==> src/skvd_pkg.sv <==
// shared types and constants for the sorted key/value deque
package skvd_pkg;

  localparam int unsigned DefaultDepth = 16;
  localparam int unsigned KeyW = 32;
  localparam int unsigned ValW = 32;
  localparam int unsigned CmdW = 3;
  localparam int unsigned StatusW = 2;
  localparam int unsigned OccW = 5;

  localparam logic [CmdW-1:0] CMD_PUSH_BACK  = 3'd0;
  localparam logic [CmdW-1:0] CMD_PUSH_FRONT = 3'd1;
  localparam logic [CmdW-1:0] CMD_POP_BACK   = 3'd2;
  localparam logic [CmdW-1:0] CMD_POP_FRONT  = 3'd3;
  localparam logic [CmdW-1:0] CMD_INSERT     = 3'd4;
  localparam logic [CmdW-1:0] CMD_CLEAR      = 3'd5;

  localparam logic [StatusW-1:0] ST_DONE  = 2'd0;
  localparam logic [StatusW-1:0] ST_FULL  = 2'd1;
  localparam logic [StatusW-1:0] ST_EMPTY = 2'd2;

  // per-transaction control broadcast to every cell
  typedef struct packed {
    logic insert;      // an entry goes in at the first cell that hits
    logic front;       // every cell hits (push front)
    logic sorted;      // a valid cell hits when its key is >= the new key
    logic shift_left;  // every cell takes its right neighbor (pop front)
  } cell_ctl_t;

endpackage

==> src/skvd_cell.sv <==
// one storage cell of the deque row: holds one key/value pair
module skvd_cell (
  input  logic                               clk_i,
  input  logic                               en_i,
  input  skvd_pkg::cell_ctl_t                ctl_i,
  input  logic                               valid_i,
  input  logic                               found_i,
  input  logic signed [skvd_pkg::KeyW-1:0]   new_key_i,
  input  logic signed [skvd_pkg::ValW-1:0]   new_value_i,
  input  logic signed [skvd_pkg::KeyW-1:0]   left_key_i,
  input  logic signed [skvd_pkg::ValW-1:0]   left_value_i,
  input  logic signed [skvd_pkg::KeyW-1:0]   right_key_i,
  input  logic signed [skvd_pkg::ValW-1:0]   right_value_i,
  output logic signed [skvd_pkg::KeyW-1:0]   key_o,
  output logic signed [skvd_pkg::ValW-1:0]   value_o,
  output logic                               found_o
);

  logic signed [skvd_pkg::KeyW-1:0] key_q, key_d;
  logic signed [skvd_pkg::ValW-1:0] value_q, value_d;
  logic                             hit;

  // empty cells always hit, so push back lands at the first empty cell
  assign hit = !valid_i || ctl_i.front || (ctl_i.sorted && !(key_q < new_key_i));
  assign found_o = found_i || hit;

  always_comb begin
    key_d   = key_q;
    value_d = value_q;
    if (ctl_i.shift_left) begin
      key_d   = right_key_i;
      value_d = right_value_i;
    end else if (ctl_i.insert) begin
      if (found_i) begin
        key_d   = left_key_i;
        value_d = left_value_i;
      end else if (hit) begin
        key_d   = new_key_i;
        value_d = new_value_i;
      end
    end
  end

  always_ff @(posedge clk_i) begin
    if (en_i) begin
      key_q   <= key_d;
      value_q <= value_d;
    end
  end

  assign key_o   = key_q;
  assign value_o = value_q;

endmodule

==> src/sorted_key_value_deque.sv <==
// sorted key/value deque: a row of cells with a shared count and result register
// latency: result is valid the cycle after the command transaction is accepted
// throughput: one command per cycle; input is ready whenever the result register is free
//   or being taken; a sorted insert settles combinationally through the row's hit chain
// reset: clears the entry count, status and result valid; cell contents are not cleared
module sorted_key_value_deque #(
  parameter int unsigned DEPTH = skvd_pkg::DefaultDepth
) (
  input  logic                                 clk_i,
  input  logic                                 rst_ni,
  input  logic                                 in_valid_i,
  output logic                                 in_ready_o,
  input  logic [skvd_pkg::CmdW-1:0]            cmd_i,
  input  logic signed [skvd_pkg::KeyW-1:0]     entry_key_i,
  input  logic signed [skvd_pkg::ValW-1:0]     entry_value_i,
  output logic                                 out_valid_o,
  input  logic                                 out_ready_i,
  output logic [skvd_pkg::StatusW-1:0]         status_o,
  output logic [skvd_pkg::OccW-1:0]            occupancy_o,
  output logic signed [skvd_pkg::KeyW-1:0]     head_key_o,
  output logic signed [skvd_pkg::ValW-1:0]     head_value_o,
  output logic signed [skvd_pkg::KeyW-1:0]     tail_key_o,
  output logic signed [skvd_pkg::ValW-1:0]     tail_value_o
);

  localparam int unsigned CntW = $clog2(DEPTH + 1);
  localparam int unsigned IdxW = $clog2(DEPTH);

  logic [CntW-1:0]                  count_q, count_d;
  logic [skvd_pkg::StatusW-1:0]     status_q, status_d;
  logic                             out_valid_q;
  logic                             accept;
  logic                             full, empty, is_add;
  skvd_pkg::cell_ctl_t              ctl;
  logic [DEPTH:0]                   found;
  logic [DEPTH-1:0]                 valid;
  logic signed [skvd_pkg::KeyW-1:0] cell_key [DEPTH];
  logic signed [skvd_pkg::ValW-1:0] cell_value [DEPTH];
  logic [IdxW-1:0]                  tail_idx;

  assign in_ready_o = !out_valid_q || out_ready_i;
  assign accept     = in_valid_i && in_ready_o;
  assign full       = (count_q == CntW'(DEPTH));
  assign empty      = (count_q == '0);
  assign is_add     = (cmd_i == skvd_pkg::CMD_PUSH_BACK) || (cmd_i == skvd_pkg::CMD_PUSH_FRONT)
                   || (cmd_i == skvd_pkg::CMD_INSERT);

  always_comb begin
    ctl      = '0;
    count_d  = count_q;
    status_d = skvd_pkg::ST_DONE;
    unique case (cmd_i)
      skvd_pkg::CMD_PUSH_BACK, skvd_pkg::CMD_PUSH_FRONT, skvd_pkg::CMD_INSERT: begin
        if (full) begin
          status_d = skvd_pkg::ST_FULL;
        end else begin
          ctl.insert = 1'b1;
          ctl.front  = (cmd_i == skvd_pkg::CMD_PUSH_FRONT);
          ctl.sorted = (cmd_i == skvd_pkg::CMD_INSERT);
          count_d    = count_q + CntW'(1);
        end
      end
      skvd_pkg::CMD_POP_BACK: begin
        if (empty) status_d = skvd_pkg::ST_EMPTY;
        else count_d = count_q - CntW'(1);
      end
      skvd_pkg::CMD_POP_FRONT: begin
        if (empty) begin
          status_d = skvd_pkg::ST_EMPTY;
        end else begin
          ctl.shift_left = 1'b1;
          count_d        = count_q - CntW'(1);
        end
      end
      skvd_pkg::CMD_CLEAR: count_d = '0;
      default: ;
    endcase
  end

  assign found[0] = 1'b0;

  for (genvar i = 0; i < DEPTH; i++) begin : g_cell
    logic signed [skvd_pkg::KeyW-1:0] left_key, right_key;
    logic signed [skvd_pkg::ValW-1:0] left_value, right_value;

    assign valid[i] = (CntW'(i) < count_q);

    if (i == 0) begin : g_first
      assign left_key   = entry_key_i;
      assign left_value = entry_value_i;
    end else begin : g_mid_l
      assign left_key   = cell_key[i-1];
      assign left_value = cell_value[i-1];
    end

    if (i == DEPTH - 1) begin : g_last
      assign right_key   = cell_key[i];
      assign right_value = cell_value[i];
    end else begin : g_mid_r
      assign right_key   = cell_key[i+1];
      assign right_value = cell_value[i+1];
    end

    skvd_cell u_cell (
      .clk_i        (clk_i),
      .en_i         (accept),
      .ctl_i        (ctl),
      .valid_i      (valid[i]),
      .found_i      (found[i]),
      .new_key_i    (entry_key_i),
      .new_value_i  (entry_value_i),
      .left_key_i   (left_key),
      .left_value_i (left_value),
      .right_key_i  (right_key),
      .right_value_i(right_value),
      .key_o        (cell_key[i]),
      .value_o      (cell_value[i]),
      .found_o      (found[i+1])
    );
  end

  always_ff @(posedge clk_i or negedge rst_ni) begin
    if (!rst_ni) begin
      count_q     <= '0;
      status_q    <= skvd_pkg::ST_DONE;
      out_valid_q <= 1'b0;
    end else begin
      if (accept) begin
        count_q  <= count_d;
        status_q <= status_d;
      end
      if (in_ready_o) out_valid_q <= in_valid_i;
    end
  end

  // state only moves on a transaction that also frees the result, so results read the cells
  assign tail_idx     = IdxW'(count_q - CntW'(1));
  assign out_valid_o  = out_valid_q;
  assign status_o     = status_q;
  assign occupancy_o  = skvd_pkg::OccW'(count_q);
  assign head_key_o   = empty ? '0 : cell_key[0];
  assign head_value_o = empty ? '0 : cell_value[0];
  assign tail_key_o   = empty ? '0 : cell_key[tail_idx];
  assign tail_value_o = empty ? '0 : cell_value[tail_idx];

  a_count_bound: assert property (@(posedge clk_i) disable iff (!rst_ni)
    count_q <= CntW'(DEPTH))
    else $error("entry count beyond depth");

  a_full_drop: assert property (@(posedge clk_i) disable iff (!rst_ni)
    (accept && is_add && full) |=> (count_q == $past(count_q)) && (status_q == skvd_pkg::ST_FULL))
    else $error("add to full store changed the count");

  a_empty_status: assert property (@(posedge clk_i) disable iff (!rst_ni)
    (out_valid_q && status_q == skvd_pkg::ST_EMPTY) |-> empty)
    else $error("empty status with entries held");

  a_full_status: assert property (@(posedge clk_i) disable iff (!rst_ni)
    (out_valid_q && status_q == skvd_pkg::ST_FULL) |-> full)
    else $error("full status with room left");

endmodule

==> config.mk <==
export PLATFORM = sky130hd
export DESIGN_NAME = sorted_key_value_deque
export DESIGN_NICKNAME = d
export VERILOG_FILES = /design/src/skvd_pkg.sv /design/src/skvd_cell.sv /design/src/sorted_key_value_deque.sv
export SDC_FILE = /design/constraint.sdc
export NUM_CORES = 2
export LEC_CHECK = 0
export BUFFER_PORTS_ARGS = -buffer_cell sky130_fd_sc_hd__buf_2
export CORE_UTILIZATION = 45
export DETAILED_ROUTE_END_ITERATION = 16
export PLACE_DENSITY = 0.58
export SYNTH_ARGS = -nofsm -noshare
export SYNTH_HDL_FRONTEND = slang
export SYNTH_SLANG_ARGS = --single-unit
==> constraint.sdc <==
create_clock -name clk_i -period 9.15 [get_ports clk_i]
set_input_delay 0.4575 -clock clk_i [delete_from_list [all_inputs] [get_ports clk_i]]
set_output_delay 0.4575 -clock clk_i [all_outputs]
set_load 0.05 [all_outputs]
# Word level (Yosys, flattened, before mapping)
# Cells that the tools add are included.
# totals
reg_bits	1032
out_inout_bits	137
elab_cells	358
# op_classes
n_addsub	2
magnitude_cmp	33
eq_ne	8
n_mux	142
bitwise	2
n_reduce_logical	136
# ops
op	n
32-bit two-way mux	130
32-bit less-than comparator	16
32-bit binary-select mux with 4-bit select	2
1-bit logical OR	47
3-bit AND reduction	15
3-bit nonzero test	15
4-bit by 5-bit less-than comparator with 1-bit output, first input constant	8
1-bit logical NOT	33
3-bit by 5-bit less-than comparator with 1-bit output, first input constant	4
1-bit logical AND	17
5-bit case mux with 3 select lines	1
1-bit by 5-bit less-than comparator with 1-bit output, first input constant	2
2-bit by 5-bit less-than comparator with 1-bit output, first input constant	2
5-bit two-way mux	2
4-bit AND reduction	2
3-bit by 2-bit == test with 1-bit output, second input constant	2
3-bit == test, second input constant	2
3-bit two-way mux	2
2-bit nonzero test	3
5-bit by 1-bit adder with 5-bit output, second input constant	1
5-bit == test, second input constant	1
5-bit >= comparator, second input constant	1
5-bit logical NOT	1
4-bit NOT with 5-bit output	1
other kinds (10)	13

# Longest topological paths before layout
# logic_depth
word_depth	21
depth_mapped	17
depth_no_buf	12

# Hierarchy
# A second synthesis with hierarchy kept.
# unflattened
cells_unflattened	7043
area_unflattened_um2	73316.6
# by_module_without_submodules
module	n_inst	cells_per_inst	area_per_inst_um2	seq_area_each_um2
skvd_cell at g_cell[0].u_cell ...	14	395	4031.4	1921.8
sorted_key_value_deque	1	723	8817.2	200.2
skvd_cell at g_cell[8].u_cell ...	2	395	4030.1	1921.8

# Worst setup path before layout
# Ideal clock, no wire load.
# synth_timing
path_type	reg-to-reg
start	reg count_q[1] (netlist: occupancy_o[1])
end	reg g_cell[15].u_cell.key_q, in the netlist g_cell[15].u_cell.key_o[0], enable pin
t_arrival_ps	8144
required_time_ps	8548
setup_slack_ps	405
path_stages_with_launch	15
path_buffers	4
path_cell_list	dfrtp_1 clkbuf_1 inv_1 ha_1 and4bb_2 nor4b_2 buf_2 nand2b_1 mux2i_1 a211oi_1 nand2_1 nor3_1 buf_2 buf_2 a311oi_1
# synth_via
elab_chain_len	21
elab_cells_between_ends	103
# synth_lines
item	line_no	text
start, declared	sorted_key_value_deque.sv:29	logic [CntW-1:0] count_q, count_d;
start signal, assigned	sorted_key_value_deque.sv:129	count_q <= count_d;
branches (longest 20 deep; another with 1-bit by 5-bit less-than comparator with 1-bit output)	-	
4-bit AND reduction (no line) *	-	
end signal, assigned	skvd_cell.sv:46	key_q <= key_d;
end, declared	skvd_cell.sv:19	logic signed [skvd_pkg::KeyW-1:0] key_q, key_d;
# Mark *: on every way between the ends.
# A chain may end at the register's enable or synchronous reset.

# Worst setup path after layout
# layout_timing
start	reg g_cell[4].u_cell.key_q, in the netlist g_cell[4].u_cell.key_o[15]
end	reg g_cell[6].u_cell.key_q, in the netlist g_cell[6].u_cell.key_o[25] (data pin)
# layout_via
elab_chain_len	9
# layout_lines
item	line_no	text
start, declared	skvd_cell.sv:19	
start signal, assigned	skvd_cell.sv:46	
32-bit less-than comparator	skvd_cell.sv:24	assign hit = !valid_i || ctl_i.front || (ctl_i.sorted && !(key_q < new_key_i));
1-bit logical NOT	skvd_cell.sv:24	
1-bit logical AND	skvd_cell.sv:24	
1-bit logical OR	skvd_cell.sv:24	
1-bit logical OR (2 in series)	skvd_cell.sv:25	assign found_o = found_i || hit;
32-bit two-way mux	skvd_cell.sv:34	if (found_i) begin
32-bit two-way mux	skvd_cell.sv:33	end else if (ctl_i.insert) begin
32-bit two-way mux	skvd_cell.sv:30	if (ctl_i.shift_left) begin
net g_cell[6].u_cell.key_d (one bit)	skvd_cell.sv:19	
end signal, assigned	skvd_cell.sv:46	
end, declared	skvd_cell.sv:19	
# The timed path passes the listed nets, and every way through them passes these cells. The select of a mux whose other input is x is not followed.

==> flow_metrics.env <==
export IMPL_status="completed"
export IMPL_hp_class="primary input to flip-flop"
export IMPL_synth_edf_count=1024
export IMPL_fillers=14280
export IMPL_cts_made_buffers=121
export IMPL_relSlewSlack_pct=14.25
export IMPL_clk_latency_ns=0.78
export IMPL_cts_root_buffer="clkbuf_16"
export IMPL_dieArea_mm2=0.1607
export IMPL_drc=0
export IMPL_cpMostUsedCell="buf_4"
export IMPL_clock_path_buffers=3
export IMPL_vias=62260
export IMPL_antenna_found_initial=19
export IMPL_hold_slack_ns=0.09009
export IMPL_grt_pass1_vias=58550
export IMPL_hold_depth=2
export IMPL_gr_total_overflow=0
export IMPL_syn_area_per_cell_um2=10.35
export IMPL_clkTransAtPathRegs_ns=0.06
export IMPL_drtPass1Iterations=8
export IMPL_syn_cell_area_mm2=0.07158
export IMPL_tritoncts="built"
export IMPL_grt_pass1_wl_mm=417.8
export IMPL_ff2ff_path_depth=13
export IMPL_maxCapViolCount=0
export IMPL_tightest_slew_ns=1.273
export IMPL_post_cts_repair_setup_buffers=0
export IMPL_viasPerCell=6.954
export IMPL_die_width_um=400.8
export IMPL_yosysSeqAreaShare_pct=43.24
export IMPL_path_cells="ha_1 > nand4_1 > or3_1 > a2111oi_2 > o31ai_1 > mux2i_1 > nor2_1 > or4_2 > buf_4 > or4_4 > buf_4 > nand3_1 > o211ai_1"
export IMPL_synth_fp_nets=7490
export IMPL_post_drt_wl_per_cell_um=32.26
export IMPL_io_buffers=207
export IMPL_setup_violations=0
export IMPL_ys_async_sr_fraction_pct=0.7752
export IMPL_cp_start_kind="flip-flop"
export IMPL_die_h_um=400.8
export IMPL_placed_cell_area_mm2=0.07454
export IMPL_power_density_mw_per_mm2=326.6
export IMPL_ant_nets=0
export IMPL_area_growth_pct=9.618
export IMPL_worstPathArrival_ns=7.22
export IMPL_fin_crit_ns=6.751
export IMPL_cts_sinks=1032
export IMPL_wirelength_mm=288.8
export IMPL_ff2ff_setup_slack_ns=2.40
export IMPL_pin_count=208
export IMPL_core_region_area_mm2=0.1571
export IMPL_yosys_cell_count_top_type="nand2_1"
export IMPL_synth_cells=6919
export IMPL_cp_slowest_stage_delay_ns=0.89
export IMPL_synth_area_leaders="edfxtp_1, ha_1, mux4_2"
export IMPL_rsz0062_at_grt="false"
export IMPL_peakVddDrop_mv=0.4142
export IMPL_ys_ff_latch=1032
export IMPL_hpwl_mm=184.6
export IMPL_synth_commonest_cells="nand2_1, edfxtp_1, clkbuf_1, ha_1, o21ai_0"
export IMPL_grt_max_degree=233
export IMPL_yosysWarningCount=0
export IMPL_critPathKind="flip-flop to flip-flop"
export IMPL_p_leak_nw=28.04
export IMPL_cp_slowest_cell="or4_4"
export IMPL_synthFlopType="edfxtp_1"
export IMPL_clock_fmax_ghz=0.1481
export IMPL_cts_max_level=3
export IMPL_grtUsageTotal_pct=34.91
export IMPL_gp_congestion=0.9867
export IMPL_path_buf_inv=2
export IMPL_maxSlewViolCount=0
export IMPL_final_area_mm2=0.07846
export IMPL_synth_cell_types=72
export IMPL_drt_iter0_markers=8313
export IMPL_required_ns=9.61
export IMPL_skew_ns=0.03531
export IMPL_min_period_over_period_pct=73.78
export IMPL_critPathTopFamily="simple AND/OR/NAND/NOR gates"
export IMPL_nNetsFinal=7355
export IMPL_drive_above_1_share_pct=13.16
export IMPL_critPathMaxFanout=80
export IMPL_start_util_pct=45.56
export IMPL_endpoint_kind="flip-flop"
export IMPL_finalHoldViolCount=0
export IMPL_fp_row_count=145
export IMPL_finalSetupTns_ns=0
export IMPL_yosysTopAreaCellShare_pct=42.96
export IMPL_cp_depth=13
export IMPL_yosysTopAreaCell="edfxtp_1"
[layout make-up]
cell class              count  area (um2)  area share, %
clock inverters            87       743.2         0.9472
clock buffers             143        3132          3.991
flip-flops and latches   1032       30950          39.45
diodes                      4       10.01        0.01276
inverters                 242       908.4          1.158
multi-input cells        5027       37800          48.17
repair buffers            360        2342          2.985
well taps                2058        2575          3.282
[report_power, final]
part,total (W),internal [W],switching [W]
sequential,0.00673,0.00614,0.000587
clock,0.00491,0.00272,0.00219
combinational,0.0140,0.00414,0.00984
[what timing repair did]
action,4_1_cts,5_1_grt
hold endpoints to repair,9,0
hold buffers,3,0
resized for setup,0,0
[flip-flops by register name, indices dropped and copies added (netlist names)]
name / count
g_cell.u_cell.key_o: 512
g_cell.u_cell.value_o: 512
occupancy_o: 5
out_valid_o: 1
status_o: 2
[cells by family (layout without fill, tap and decap cells)]
kind of cell | after synthesis | after routing | share of synthesized area [%]
buf+inv | 860 | 832 | 4.659
fa+ha+maj | 500 | 500 | 8.740
other cells | 0 | 4 | 0
simple gates | 2137 | 2137 | 13.32
compound gates | 1804 | 1804 | 17.27
flops | 1032 | 1032 | 43.24
mux | 581 | 581 | 12.71
xor+xnor | 5 | 5 | 0.06119
[through the flow]
step           worst slack [ns]  std cells  utilization, %  power (W)
3_5_place_dp              1.981       8716           47.44    0.02049
5_1_grt                   2.357       8949           49.93    0.02640
3_3_place_gp             0.8189       8716           47.44    0.02036
6_report                  2.399       8953           49.94    0.02562
2_1_floorplan            0.4045       6919               -    0.01571
4_1_cts                   2.736       8949           49.93    0.02538
[per-layer routing]
metal | GRT usage (%) | part of all wire (%)
met1 | 49.93 | 41
met2 | 51.32 | 43
met3 | 8.785 | 12
met4 | 11.77 | 3.7
met5 | 0 | 0.044
[placed cells by master (no fill, tap or decap), types with 172 or more instances in the layout]
master | synthesis | final
nand2_1 | 1064 | 1059
edfxtp_1 | 1024 | 1024
ha_1 | 500 | 499
o21ai_0 | 453 | 453
nor2_1 | 307 | 302
mux2i_1 | 261 | 260
mux4_2 | 256 | 256
inv_1 | 242 | 242
a21oi_1 | 249 | 241
nand3_1 | 226 | 222
buf_2 | 43 | 207
o221ai_1 | 196 | 196
a31oi_1 | 178 | 172
[worst register-to-register path, stage by stage, from the launching register on]
cell       delay [ns]
edfxtp_1         0.52
ha_1             0.37
nand4_1          0.16
or3_1            0.57
a2111oi_2        0.84
o31ai_1          0.37
mux2i_1          0.48
nor2_1           0.14
or4_2            0.62
buf_4            0.40
or4_4            0.90
buf_4            0.61
nand3_1          0.38
o211ai_1         0.10
[final timing paths]
kind,start,end
min in group asynchronous,rst_ni,out_valid_o
worst min-delay path,entry_key_i[2],g_cell[15].u_cell.key_o[2]
max in group asynchronous,rst_ni,occupancy_o[0]
worst max register to register,g_cell[4].u_cell.key_o[15],g_cell[6].u_cell.key_o[25]
worst min register to register,status_o[1],status_o[1]
worst max-delay path,g_cell[4].u_cell.key_o[15],g_cell[6].u_cell.key_o[25]
Note: power is estimated with default switching activity, not from simulation.
